[src/hw/rtl/avp_pkg.sv]
`default_nettype none

package avp_pkg;

    // field widths
    localparam int POS_W   = 16;
    localparam int ERR_W   = 17;
    localparam int TGT_W   = 15;
    localparam int FIELD_W = 16;
    localparam int PROD_W  = 2 * FIELD_W;
    localparam int GAIN_W  = PROD_W - 8;

    // configuration port
    localparam int APB_ADDR_W = 6;
    localparam int APB_DATA_W = 64;
    localparam int REG_IDX_W  = 3;

    // register indexes
    localparam logic [REG_IDX_W-1:0] REG_TARGET_X    = 3'd0;
    localparam logic [REG_IDX_W-1:0] REG_TARGET_Y    = 3'd1;
    localparam logic [REG_IDX_W-1:0] REG_MIN_FORWARD = 3'd2;
    localparam logic [REG_IDX_W-1:0] REG_TOLERANCES  = 3'd3;
    localparam logic [REG_IDX_W-1:0] REG_FLOORS      = 3'd4;
    localparam logic [REG_IDX_W-1:0] REG_CEILINGS    = 3'd5;
    localparam logic [REG_IDX_W-1:0] REG_SPEED_GAIN  = 3'd6;
    localparam logic [REG_IDX_W-1:0] REG_YAW_GAIN    = 3'd7;

    // reset values
    localparam logic [TGT_W-1:0]   RST_TARGET_X    = 15'd500;
    localparam logic [15:0]        RST_TARGET_Y    = 16'd0;
    localparam logic [TGT_W-1:0]   RST_MIN_FORWARD = 15'd0;
    localparam logic [47:0]        RST_TOLERANCES  = {16'd50, 16'd20, 16'd20};
    localparam logic [31:0]        RST_FLOORS      = {16'd100, 16'd100};
    localparam logic [47:0]        RST_CEILINGS    = {16'd1000, 16'd300, 16'd500};
    localparam logic [FIELD_W-1:0] RST_SPEED_GAIN  = 16'd256;
    localparam logic [FIELD_W-1:0] RST_YAW_GAIN    = 16'd256;

    typedef enum logic [1:0] {
        ST_INVALID  = 2'd0,
        ST_OVERSHOT = 2'd1,
        ST_ARRIVED  = 2'd2,
        ST_CLOSING  = 2'd3
    } approach_state_t;

    // floor first, then ceiling
    function automatic logic [FIELD_W-1:0] clamp_speed(
        input logic [GAIN_W-1:0]  v,
        input logic [FIELD_W-1:0] lo,
        input logic [FIELD_W-1:0] hi
    );
        logic [GAIN_W-1:0] t;
        t = (v < GAIN_W'(lo)) ? GAIN_W'(lo) : v;
        if (t > GAIN_W'(hi))
        begin
            t = GAIN_W'(hi);
        end
        return t[FIELD_W-1:0];
    endfunction

    function automatic logic [ERR_W-1:0] apply_sign(
        input logic               neg,
        input logic [FIELD_W-1:0] mag
    );
        logic [ERR_W-1:0] m;
        m = {1'b0, mag};
        return neg ? (ERR_W'(0) - m) : m;
    endfunction

endpackage

`default_nettype wire

[src/hw/rtl/avp_if.sv]
`default_nettype none

interface avp_pose_if;
    logic        valid;
    logic        ready;
    logic [15:0] object_x_mm;
    logic [15:0] object_y_mm;
    logic [15:0] heading_error_mrad;

    modport source (output valid, object_x_mm, object_y_mm, heading_error_mrad, input ready);
    modport sink   (input valid, object_x_mm, object_y_mm, heading_error_mrad, output ready);
endinterface

interface avp_cmd_if;
    logic        valid;
    logic        ready;
    logic [1:0]  approach_state;
    logic [16:0] forward_error_mm;
    logic [16:0] lateral_error_mm;
    logic [16:0] forward_speed;
    logic [16:0] lateral_speed;
    logic [16:0] yaw_rate;

    modport source (output valid, approach_state, forward_error_mm, lateral_error_mm,
                    forward_speed, lateral_speed, yaw_rate, input ready);
    modport sink   (input valid, approach_state, forward_error_mm, lateral_error_mm,
                    forward_speed, lateral_speed, yaw_rate, output ready);
endinterface

`default_nettype wire

[src/hw/rtl/approach_velocity_planner_top.sv]
// order: input register, one pass of logic, result register; an accepted pose moves on to
//   the result register when that stage advances, and its command is offered from there
// throughput: one transaction per cycle while cmd.ready is high
// stalls: pose.ready drops only while both registers are full and cmd.ready is low
// reset (rst_n low, asynchronous): both registers emptied, settings return to their defaults
`default_nettype none

module approach_velocity_planner_top (
    input  wire logic                            clk,
    input  wire logic                            rst_n,
    // configuration port
    input  wire logic                            psel,
    input  wire logic                            penable,
    input  wire logic                            pwrite,
    input  wire logic [avp_pkg::APB_ADDR_W-1:0]  paddr,
    input  wire logic [avp_pkg::APB_DATA_W-1:0]  pwdata,
    output logic      [avp_pkg::APB_DATA_W-1:0]  prdata,
    output logic                                 pready,
    // channels
    avp_pose_if.sink                             pose,
    avp_cmd_if.source                            cmd
);

    // ------------------------------------------------------------------
    // settings registers
    // ------------------------------------------------------------------
    logic [avp_pkg::TGT_W-1:0]   target_x_reg;
    logic [15:0]                 target_y_reg;
    logic [avp_pkg::TGT_W-1:0]   min_forward_reg;
    logic [47:0]                 tolerances_reg;
    logic [31:0]                 floors_reg;
    logic [47:0]                 ceilings_reg;
    logic [avp_pkg::FIELD_W-1:0] speed_gain_reg;
    logic [avp_pkg::FIELD_W-1:0] yaw_gain_reg;

    logic                          cfg_write;
    logic [avp_pkg::REG_IDX_W-1:0] cfg_idx;

    assign pready    = 1'b1;
    assign cfg_write = psel && penable && pwrite && pready;
    // registers sit at 8-byte strides, low address bits ignored
    assign cfg_idx   = paddr[avp_pkg::APB_ADDR_W-1:avp_pkg::APB_ADDR_W-avp_pkg::REG_IDX_W];

    always_ff @(posedge clk or negedge rst_n)
    begin
        if (!rst_n)
        begin
            target_x_reg    <= avp_pkg::RST_TARGET_X;
            target_y_reg    <= avp_pkg::RST_TARGET_Y;
            min_forward_reg <= avp_pkg::RST_MIN_FORWARD;
            tolerances_reg  <= avp_pkg::RST_TOLERANCES;
            floors_reg      <= avp_pkg::RST_FLOORS;
            ceilings_reg    <= avp_pkg::RST_CEILINGS;
            speed_gain_reg  <= avp_pkg::RST_SPEED_GAIN;
            yaw_gain_reg    <= avp_pkg::RST_YAW_GAIN;
        end
        else if (cfg_write)
        begin
            unique case (cfg_idx)
                avp_pkg::REG_TARGET_X:    target_x_reg    <= pwdata[avp_pkg::TGT_W-1:0];
                avp_pkg::REG_TARGET_Y:    target_y_reg    <= pwdata[15:0];
                avp_pkg::REG_MIN_FORWARD: min_forward_reg <= pwdata[avp_pkg::TGT_W-1:0];
                avp_pkg::REG_TOLERANCES:  tolerances_reg  <= pwdata[47:0];
                avp_pkg::REG_FLOORS:      floors_reg      <= pwdata[31:0];
                avp_pkg::REG_CEILINGS:    ceilings_reg    <= pwdata[47:0];
                avp_pkg::REG_SPEED_GAIN:  speed_gain_reg  <= pwdata[15:0];
                avp_pkg::REG_YAW_GAIN:    yaw_gain_reg    <= pwdata[15:0];
                default:
                begin
                end
            endcase
        end
    end

    // read back, zero extended
    always_comb
    begin
        unique case (cfg_idx)
            avp_pkg::REG_TARGET_X:    prdata = avp_pkg::APB_DATA_W'(target_x_reg);
            avp_pkg::REG_TARGET_Y:    prdata = avp_pkg::APB_DATA_W'(target_y_reg);
            avp_pkg::REG_MIN_FORWARD: prdata = avp_pkg::APB_DATA_W'(min_forward_reg);
            avp_pkg::REG_TOLERANCES:  prdata = avp_pkg::APB_DATA_W'(tolerances_reg);
            avp_pkg::REG_FLOORS:      prdata = avp_pkg::APB_DATA_W'(floors_reg);
            avp_pkg::REG_CEILINGS:    prdata = avp_pkg::APB_DATA_W'(ceilings_reg);
            avp_pkg::REG_SPEED_GAIN:  prdata = avp_pkg::APB_DATA_W'(speed_gain_reg);
            avp_pkg::REG_YAW_GAIN:    prdata = avp_pkg::APB_DATA_W'(yaw_gain_reg);
            default:                  prdata = '0;
        endcase
    end

    // unpacked views of the packed settings
    logic [15:0] tol_x, tol_y, tol_h;
    logic [15:0] floor_x, floor_y;
    logic [15:0] ceil_x, ceil_y, ceil_yaw;

    assign tol_x    = tolerances_reg[15:0];
    assign tol_y    = tolerances_reg[31:16];
    assign tol_h    = tolerances_reg[47:32];
    assign floor_x  = floors_reg[15:0];
    assign floor_y  = floors_reg[31:16];
    assign ceil_x   = ceilings_reg[15:0];
    assign ceil_y   = ceilings_reg[31:16];
    assign ceil_yaw = ceilings_reg[47:32];

    // ------------------------------------------------------------------
    // flow control: stage 0 input register, stage 1 result register
    // a stage loads when it is empty or its content moves on this cycle
    // ------------------------------------------------------------------
    logic v0_reg, v1_reg;
    logic adv0, adv1;

    assign adv1       = !v1_reg || cmd.ready;
    assign adv0       = !v0_reg || adv1;
    assign pose.ready = adv0;
    assign cmd.valid  = v1_reg;

    always_ff @(posedge clk or negedge rst_n)
    begin
        if (!rst_n)
        begin
            v0_reg <= 1'b0;
            v1_reg <= 1'b0;
        end
        else
        begin
            if (adv0)
            begin
                v0_reg <= pose.valid;
            end
            if (adv1)
            begin
                v1_reg <= v0_reg;
            end
        end
    end

    // ------------------------------------------------------------------
    // stage 0: captured pose
    // ------------------------------------------------------------------
    logic [15:0] x0_reg, y0_reg, h0_reg;

    always_ff @(posedge clk)
    begin
        if (adv0 && pose.valid)
        begin
            x0_reg <= pose.object_x_mm;
            y0_reg <= pose.object_y_mm;
            h0_reg <= pose.heading_error_mrad;
        end
    end

    // errors, magnitudes, the three gain products, settings check and overshoot test
    logic [avp_pkg::ERR_W-1:0]   err_x, err_y, hx17;
    logic [avp_pkg::ERR_W-1:0]   magx17, magy17, magh17;
    logic [avp_pkg::FIELD_W-1:0] magx, magy, magh;
    logic [avp_pkg::PROD_W-1:0]  prod_x, prod_y, prod_h;
    logic [avp_pkg::ERR_W-1:0]   window;
    logic                        usable, over;

    assign err_x = {x0_reg[15], x0_reg} - {2'b00, target_x_reg};
    assign err_y = {y0_reg[15], y0_reg} - {target_y_reg[15], target_y_reg};
    assign hx17  = {h0_reg[15], h0_reg};

    assign magx17 = err_x[avp_pkg::ERR_W-1] ? (avp_pkg::ERR_W'(0) - err_x) : err_x;
    assign magy17 = err_y[avp_pkg::ERR_W-1] ? (avp_pkg::ERR_W'(0) - err_y) : err_y;
    assign magh17 = hx17[avp_pkg::ERR_W-1]  ? (avp_pkg::ERR_W'(0) - hx17)  : hx17;
    // every magnitude is at most 65535
    assign magx   = magx17[avp_pkg::FIELD_W-1:0];
    assign magy   = magy17[avp_pkg::FIELD_W-1:0];
    assign magh   = magh17[avp_pkg::FIELD_W-1:0];

    assign prod_x = magx * speed_gain_reg;
    assign prod_y = magy * speed_gain_reg;
    assign prod_h = magh * yaw_gain_reg;

    // approach window: target minus forward tolerance, signed
    assign window = {2'b00, target_x_reg} - {1'b0, tol_x};

    assign usable = (target_x_reg != '0) && (tol_x != '0) && (tol_y != '0) &&
                    (tol_h != '0) &&
                    ($signed({2'b00, min_forward_reg}) < $signed(window)) &&
                    (floor_x != '0) && (floor_y != '0) &&
                    (floor_x <= ceil_x) && (floor_y <= ceil_y) &&
                    (ceil_yaw != '0) && (speed_gain_reg != '0) && (yaw_gain_reg != '0);

    assign over = $signed({x0_reg[15], x0_reg}) < $signed({2'b00, min_forward_reg});

    // clamp, sign and state decision
    logic [avp_pkg::FIELD_W-1:0] sx, sy, sw;
    logic [avp_pkg::ERR_W-1:0]   vx, vy, yaw;
    avp_pkg::approach_state_t    state_next;
    logic [avp_pkg::ERR_W-1:0]   fe_next, le_next, fs_next, ls_next, yaw_next;

    // gained value is the product shifted right by 8
    assign sx  = avp_pkg::clamp_speed(prod_x[avp_pkg::PROD_W-1:8], floor_x, ceil_x);
    assign sy  = avp_pkg::clamp_speed(prod_y[avp_pkg::PROD_W-1:8], floor_y, ceil_y);
    // yaw has no floor
    assign sw  = avp_pkg::clamp_speed(prod_h[avp_pkg::PROD_W-1:8], '0, ceil_yaw);
    assign vx  = (magx > tol_x) ? avp_pkg::apply_sign(err_x[avp_pkg::ERR_W-1], sx) : '0;
    assign vy  = (magy > tol_y) ? avp_pkg::apply_sign(err_y[avp_pkg::ERR_W-1], sy) : '0;
    assign yaw = (magh > tol_h) ? avp_pkg::apply_sign(h0_reg[15], sw) : '0;

    always_comb
    begin
        state_next = avp_pkg::ST_INVALID;
        fe_next    = '0;
        le_next    = '0;
        fs_next    = '0;
        ls_next    = '0;
        yaw_next   = '0;
        if (usable)
        begin
            fe_next = err_x;
            le_next = err_y;
            if (over)
            begin
                state_next = avp_pkg::ST_OVERSHOT;
            end
            else if ((vx == '0) && (vy == '0))
            begin
                state_next = avp_pkg::ST_ARRIVED;
            end
            else
            begin
                state_next = avp_pkg::ST_CLOSING;
                fs_next    = vx;
                ls_next    = vy;
                yaw_next   = yaw;
            end
        end
    end

    // ------------------------------------------------------------------
    // stage 1: result register
    // ------------------------------------------------------------------
    avp_pkg::approach_state_t  state_reg;
    logic [avp_pkg::ERR_W-1:0] fe_reg, le_reg, fs_reg, ls_reg, yaw_reg;

    always_ff @(posedge clk)
    begin
        if (adv1 && v0_reg)
        begin
            state_reg <= state_next;
            fe_reg    <= fe_next;
            le_reg    <= le_next;
            fs_reg    <= fs_next;
            ls_reg    <= ls_next;
            yaw_reg   <= yaw_next;
        end
    end

    assign cmd.approach_state   = state_reg;
    assign cmd.forward_error_mm = fe_reg;
    assign cmd.lateral_error_mm = le_reg;
    assign cmd.forward_speed    = fs_reg;
    assign cmd.lateral_speed    = ls_reg;
    assign cmd.yaw_rate         = yaw_reg;

`ifndef SYNTHESIS
    // invalid settings zero every field
    a_invalid_zero: assert property (@(posedge clk) disable iff (!rst_n)
        (cmd.valid && (cmd.approach_state == avp_pkg::ST_INVALID)) |->
        (cmd.forward_error_mm == '0 && cmd.lateral_error_mm == '0 &&
         cmd.forward_speed == '0 && cmd.lateral_speed == '0 && cmd.yaw_rate == '0))
        else $error("invalid result carries nonzero fields");

    // only a closing result moves the robot
    a_still_unless_closing: assert property (@(posedge clk) disable iff (!rst_n)
        (cmd.valid && (cmd.approach_state != avp_pkg::ST_CLOSING)) |->
        (cmd.forward_speed == '0 && cmd.lateral_speed == '0 && cmd.yaw_rate == '0))
        else $error("motion commanded outside closing");

    // closing always has some translation speed
    a_closing_moves: assert property (@(posedge clk) disable iff (!rst_n)
        (cmd.valid && (cmd.approach_state == avp_pkg::ST_CLOSING)) |->
        (cmd.forward_speed != '0 || cmd.lateral_speed != '0))
        else $error("closing with both speeds zero");

    // an empty input stage always takes a new pose
    a_empty_takes: assert property (@(posedge clk) disable iff (!rst_n)
        !v0_reg |-> pose.ready)
        else $error("input stage empty but not ready");

    // a result that is not taken stays in the output stage
    a_result_held: assert property (@(posedge clk) disable iff (!rst_n)
        (v1_reg && !cmd.ready) |=> (v1_reg && $stable(fs_reg) && $stable(state_reg)))
        else $error("stalled result lost");
`endif

endmodule

`default_nettype wire

[src/flat_wrapper.sv]
// flat-port wrapper written by rule: the top's interface ports become plain ports
module approach_velocity_planner_top_flat 
  (clk, rst_n, psel, penable, pwrite, paddr, pwdata, prdata, pready, pose_valid, pose_object_x_mm, pose_object_y_mm, pose_heading_error_mrad, pose_ready, cmd_valid, cmd_approach_state, cmd_forward_error_mm, cmd_lateral_error_mm, cmd_forward_speed, cmd_lateral_speed, cmd_yaw_rate, cmd_ready);
  avp_pose_if pose_i ();
  avp_cmd_if cmd_i ();
  input  wire logic clk;
  input  wire logic rst_n;
  input  wire logic psel;
  input  wire logic penable;
  input  wire logic pwrite;
  input  wire logic [avp_pkg::APB_ADDR_W-1:0] paddr;
  input  wire logic [avp_pkg::APB_DATA_W-1:0] pwdata;
  output logic      [avp_pkg::APB_DATA_W-1:0] prdata;
  output logic pready;
  input wire logic [$bits(pose_i.valid)-1:0] pose_valid;
  input wire logic [$bits(pose_i.object_x_mm)-1:0] pose_object_x_mm;
  input wire logic [$bits(pose_i.object_y_mm)-1:0] pose_object_y_mm;
  input wire logic [$bits(pose_i.heading_error_mrad)-1:0] pose_heading_error_mrad;
  output wire logic [$bits(pose_i.ready)-1:0] pose_ready;
  output wire logic [$bits(cmd_i.valid)-1:0] cmd_valid;
  output wire logic [$bits(cmd_i.approach_state)-1:0] cmd_approach_state;
  output wire logic [$bits(cmd_i.forward_error_mm)-1:0] cmd_forward_error_mm;
  output wire logic [$bits(cmd_i.lateral_error_mm)-1:0] cmd_lateral_error_mm;
  output wire logic [$bits(cmd_i.forward_speed)-1:0] cmd_forward_speed;
  output wire logic [$bits(cmd_i.lateral_speed)-1:0] cmd_lateral_speed;
  output wire logic [$bits(cmd_i.yaw_rate)-1:0] cmd_yaw_rate;
  input wire logic [$bits(cmd_i.ready)-1:0] cmd_ready;
  assign pose_i.valid = pose_valid;
  assign pose_i.object_x_mm = pose_object_x_mm;
  assign pose_i.object_y_mm = pose_object_y_mm;
  assign pose_i.heading_error_mrad = pose_heading_error_mrad;
  assign pose_ready = pose_i.ready;
  assign cmd_valid = cmd_i.valid;
  assign cmd_approach_state = cmd_i.approach_state;
  assign cmd_forward_error_mm = cmd_i.forward_error_mm;
  assign cmd_lateral_error_mm = cmd_i.lateral_error_mm;
  assign cmd_forward_speed = cmd_i.forward_speed;
  assign cmd_lateral_speed = cmd_i.lateral_speed;
  assign cmd_yaw_rate = cmd_i.yaw_rate;
  assign cmd_i.ready = cmd_ready;
  approach_velocity_planner_top u_core (.clk(clk), .rst_n(rst_n), .psel(psel), .penable(penable), .pwrite(pwrite), .paddr(paddr), .pwdata(pwdata), .prdata(prdata), .pready(pready), .pose(pose_i), .cmd(cmd_i));
endmodule
[config.mk]
export PLATFORM = sky130hd
export DESIGN_NAME = approach_velocity_planner_top_flat
export DESIGN_NICKNAME = d
export VERILOG_FILES = /design/src/hw/rtl/avp_pkg.sv /design/src/hw/rtl/avp_if.sv /design/src/hw/rtl/approach_velocity_planner_top.sv /design/src/flat_wrapper.sv
export SDC_FILE = /design/constraint.sdc
export NUM_CORES = 2
export LEC_CHECK = 0
export BUFFER_PORTS_ARGS = -buffer_cell sky130_fd_sc_hd__buf_2
export CAP_MARGIN = 0
export CORE_MARGIN = 2
export CORE_UTILIZATION = 55
export CTS_CLUSTER_SIZE = 12
export DETAILED_ROUTE_END_ITERATION = 10
export GPL_TIMING_DRIVEN = 0
export PLACE_DENSITY_LB_ADDON = 0.05
export SYNTH_ARGS = -nofsm -noshare
export SYNTH_HDL_FRONTEND = slang
export SYNTH_SLANG_ARGS = --single-unit
[constraint.sdc]
create_clock -name clk -period 42.4 [get_ports clk]
set_clock_uncertainty 0.15 [all_clocks]
set_input_delay 4.24 -clock clk [delete_from_list [all_inputs] [get_ports clk]]
set_output_delay 4.24 -clock clk [all_outputs]
set_load 0.01 [all_outputs]
==> summary.md <==
| Metric | Value |
|---|---|
| Status | `finished, violations left` |
| Violations in the final reports | `max-capacitance violations, max-slew violations` |
| Critical path fanouts, max | `10` |
| Initial DRC count | `4307` |
| CTS buffer count | `43` |
| Synthesis Warnings | `0` |
| First-pass GRT wire length | `285 mm` |
| Arrival @ worst endpoint | `23.11 ns` |
| Vias in the first global route | `45200` |
| Leading cell type in the layout, fill and taps excluded | `inv_1` |
| Die extent in x | `310 microns` |
| CTS Buffer Depth | `3` |
| Synth area leaders | `fa_1 23%, ha_1 13%, dfrtp_1 8.3%` |
| Clk Latency, worst-skew pair | `0.65 ns` |
| Initial antenna violation count | `23` |
| Post-synthesis cell type count | `106` |
| CP Data Required Time | `42.61 ns` |
| Area leader, netlist | `fa_1` |
| Clock sinks | `343` |
| Post-CTS setup buffer count | `0` |
| WL/cell | `25.4 microns` |
| Crit end category | `flip-flop` |
| Die area | `96100 sq um` |
| Cts repair resizes | `0` |
| Commonest non-fill, non-tap cells in the layout | `954 x inv_1, 807 x nand2_1, 582 x fa_1` |
| Core Region | `93000 sq um` |
| # DRC | `0` |
| Worst path most repeated cell | `o21ai_0` |
| Startpoint Class | `flip-flop` |
| Port Buffers | `240` |
| Final #Nets | `7501` |
| Post-Synthesis Cells | `5938` |
| Metal-1 WL | `74.7 mm` |
| Initial Util | `55.3%` |
| Fin crit period | `22.90 ns` |
| Routed wl met2 | `86.8 mm` |
| DRT Pass-1 Iters | `8` |
| H-tree Lvls | `2` |
| Final GP Congestion | `1.04` |
| Hold_buf cts | `0` |
| Area Growth Syn to Fin | `8.95%` |
| Area share of the largest cell type after synthesis | `22.6%` |
| Final Hold Violating Endpoints | `0` |
| Met3 wire len | `18.6 mm` |
| Peak per-stage delay on the critical path | `0.83 ns` |
| Pin count of the biggest net entering global routing | `115` |
| Max Fclk | `43.7 MHz` |
| Vias | `45600` |
| Relative slew margins | `-7.15%` |
| Root Buffer | `clkbuf_16` |
| Setup violation total in the final timing report | `0` |
| Clk slew on worst S/H paths | `0.06 ns` |
| DRT antenna net count | `0` |
| Top sig layer | `met5` |
| Fraction of the cycle the final worst path needs | `54.0%` |
| Syn avg cell area | `8.67 sq um` |
| Die height | `310 microns` |
| CTS tree | `built` |
| Slew @ Worst Pin | `1.60 ns` |
| Pre-CTS WS | `20.26 ns` |
| Top FF cell, synth | `dfrtp_1` |
| Total GRT Usage | `40.3%` |
| Via/cell ratio | `6.04` |
| Share of cells above drive strength 1 | `9.08%` |
| EDFF count, synth | `135` |
| Slowest stage cell on the critical path | `nor4_2` |
| RSZ-0062 raised after global routing | `no` |
| Final setup margin | `19.50 ns` |
| Pins over their slew limit | `9` |
| Row count | `112` |
| Hpwl dp | `159 mm` |
| Yosys reg bits | `343` |
| Fillers | `8569` |
| Synthesized area | `51500 sq um` |
| I/O pins | `279` |
| Hold WC Path Type | `flip-flop to flip-flop` |
| GRT overflow | `0` |
| Max-cap viol count | `1` |
| Post-Route WL | `192 mm` |
| Setup_tns | `0 ns` |
| Register area share after synthesis | `18.1%` |
| Final Util | `60.3%` |
| Crit path kind | `flip-flop to flip-flop` |
| Async set or reset register ratio after synthesis | `60.6%` |
[cells by family after synthesis]
kind of cell	count (synthesis)	synth area share (%)
buffers and inverters	1239	9.28
AND/OR/NAND/NOR	1899	17.9
AO/OA/AOI/OAI	992	12.3
flip-flops	343	18.1
other	2	0.0146
adder cells (fa/ha/maj)	1123	35.8
multiplexers	175	3.91
XOR/XNOR	165	2.81
[synth_stat cells, types with 42 or more instances]
master / number
a21o_1: 75
a21oi_1: 241
and2_1: 297
clkbuf_1: 236
dfrtp_1: 171
edfxtp_1: 135
fa_1: 582
ha_1: 541
inv_1: 954
mux2_2: 87
mux2i_1: 76
nand2_1: 807
nand2b_1: 42
nand3_1: 75
nand4_1: 76
nor2_1: 253
nor2b_1: 72
nor3_1: 69
nor4_1: 57
o21ai_0: 330
xnor2_1: 120
xor2_1: 45
[cell type report]
cell class / count / area [sq um] / share of cell area, %
Inverter: 956 / 3590 / 6.40
Timing Repair Buffer: 255 / 1410 / 2.52
Antenna cell: 14 / 35.0 / 0.0625
Multi-Input combinational cell: 4371 / 37600 / 67.0
Sequential cell: 343 / 9310 / 16.6
Clock inverter: 21 / 229 / 0.408
Buffer: 283 / 1190 / 2.12
Clock buffer: 59 / 1190 / 2.11
Tap cell: 1254 / 1570 / 2.80
[per-stage QoR]
step,cell area (sq um),hold slack [ns],std cells
final,56100,0.346,7556
after global routing,56100,0.372,7547
after CTS,56100,0.345,7541
after detailed placement,54600,0.342,7461
after global placement,54300,0.310,7447
after floorplan,51500,0.299,5953
[worst paths after layout]
path	startpoint	to	slack, ns	cells past startpoint
max	u_core.target_x_reg[1]$_DFFE_PN0P_	u_core.cmd.yaw_rate[13]$_SDFFCE_PP0P_	19.50	72
min	u_core.v0_reg$_DFFE_PN0N_	u_core.cmd.valid$_DFFE_PN0P_	0.35	1
max reg2reg	u_core.target_x_reg[1]$_DFFE_PN0P_	u_core.cmd.yaw_rate[13]$_SDFFCE_PP0P_	19.50	72
min reg2reg	u_core.v0_reg$_DFFE_PN0N_	u_core.cmd.valid$_DFFE_PN0P_	0.35	1
max in group asynchronous	rst_n	u_core.ceilings_reg[41]$_DFFE_PN1P_	37.63	3
min in group asynchronous	rst_n	u_core.ceilings_reg[4]$_DFFE_PN1P_	3.42	1
[worst max-delay path, delay by kind of cell (launching register included)]
family          cells  cell delay [ns]
mux                 1             0.35
buf+inv            14             3.87
simple gates       19             5.31
fa+ha+maj          11             4.52
xor+xnor            3             1.70
flops               1             0.50
compound gates     24             6.15
[routing by layer]
layer,track usage [%],vias up
li1,-,20200
met1,52.0,22600
met2,63.8,2274
met3,8.36,509
met4,21.4,12
met5,0,-
Power is left out: the tool's default activity adds up to more than one toggle a clock period on the data nets, which glitch-free logic cannot reach.
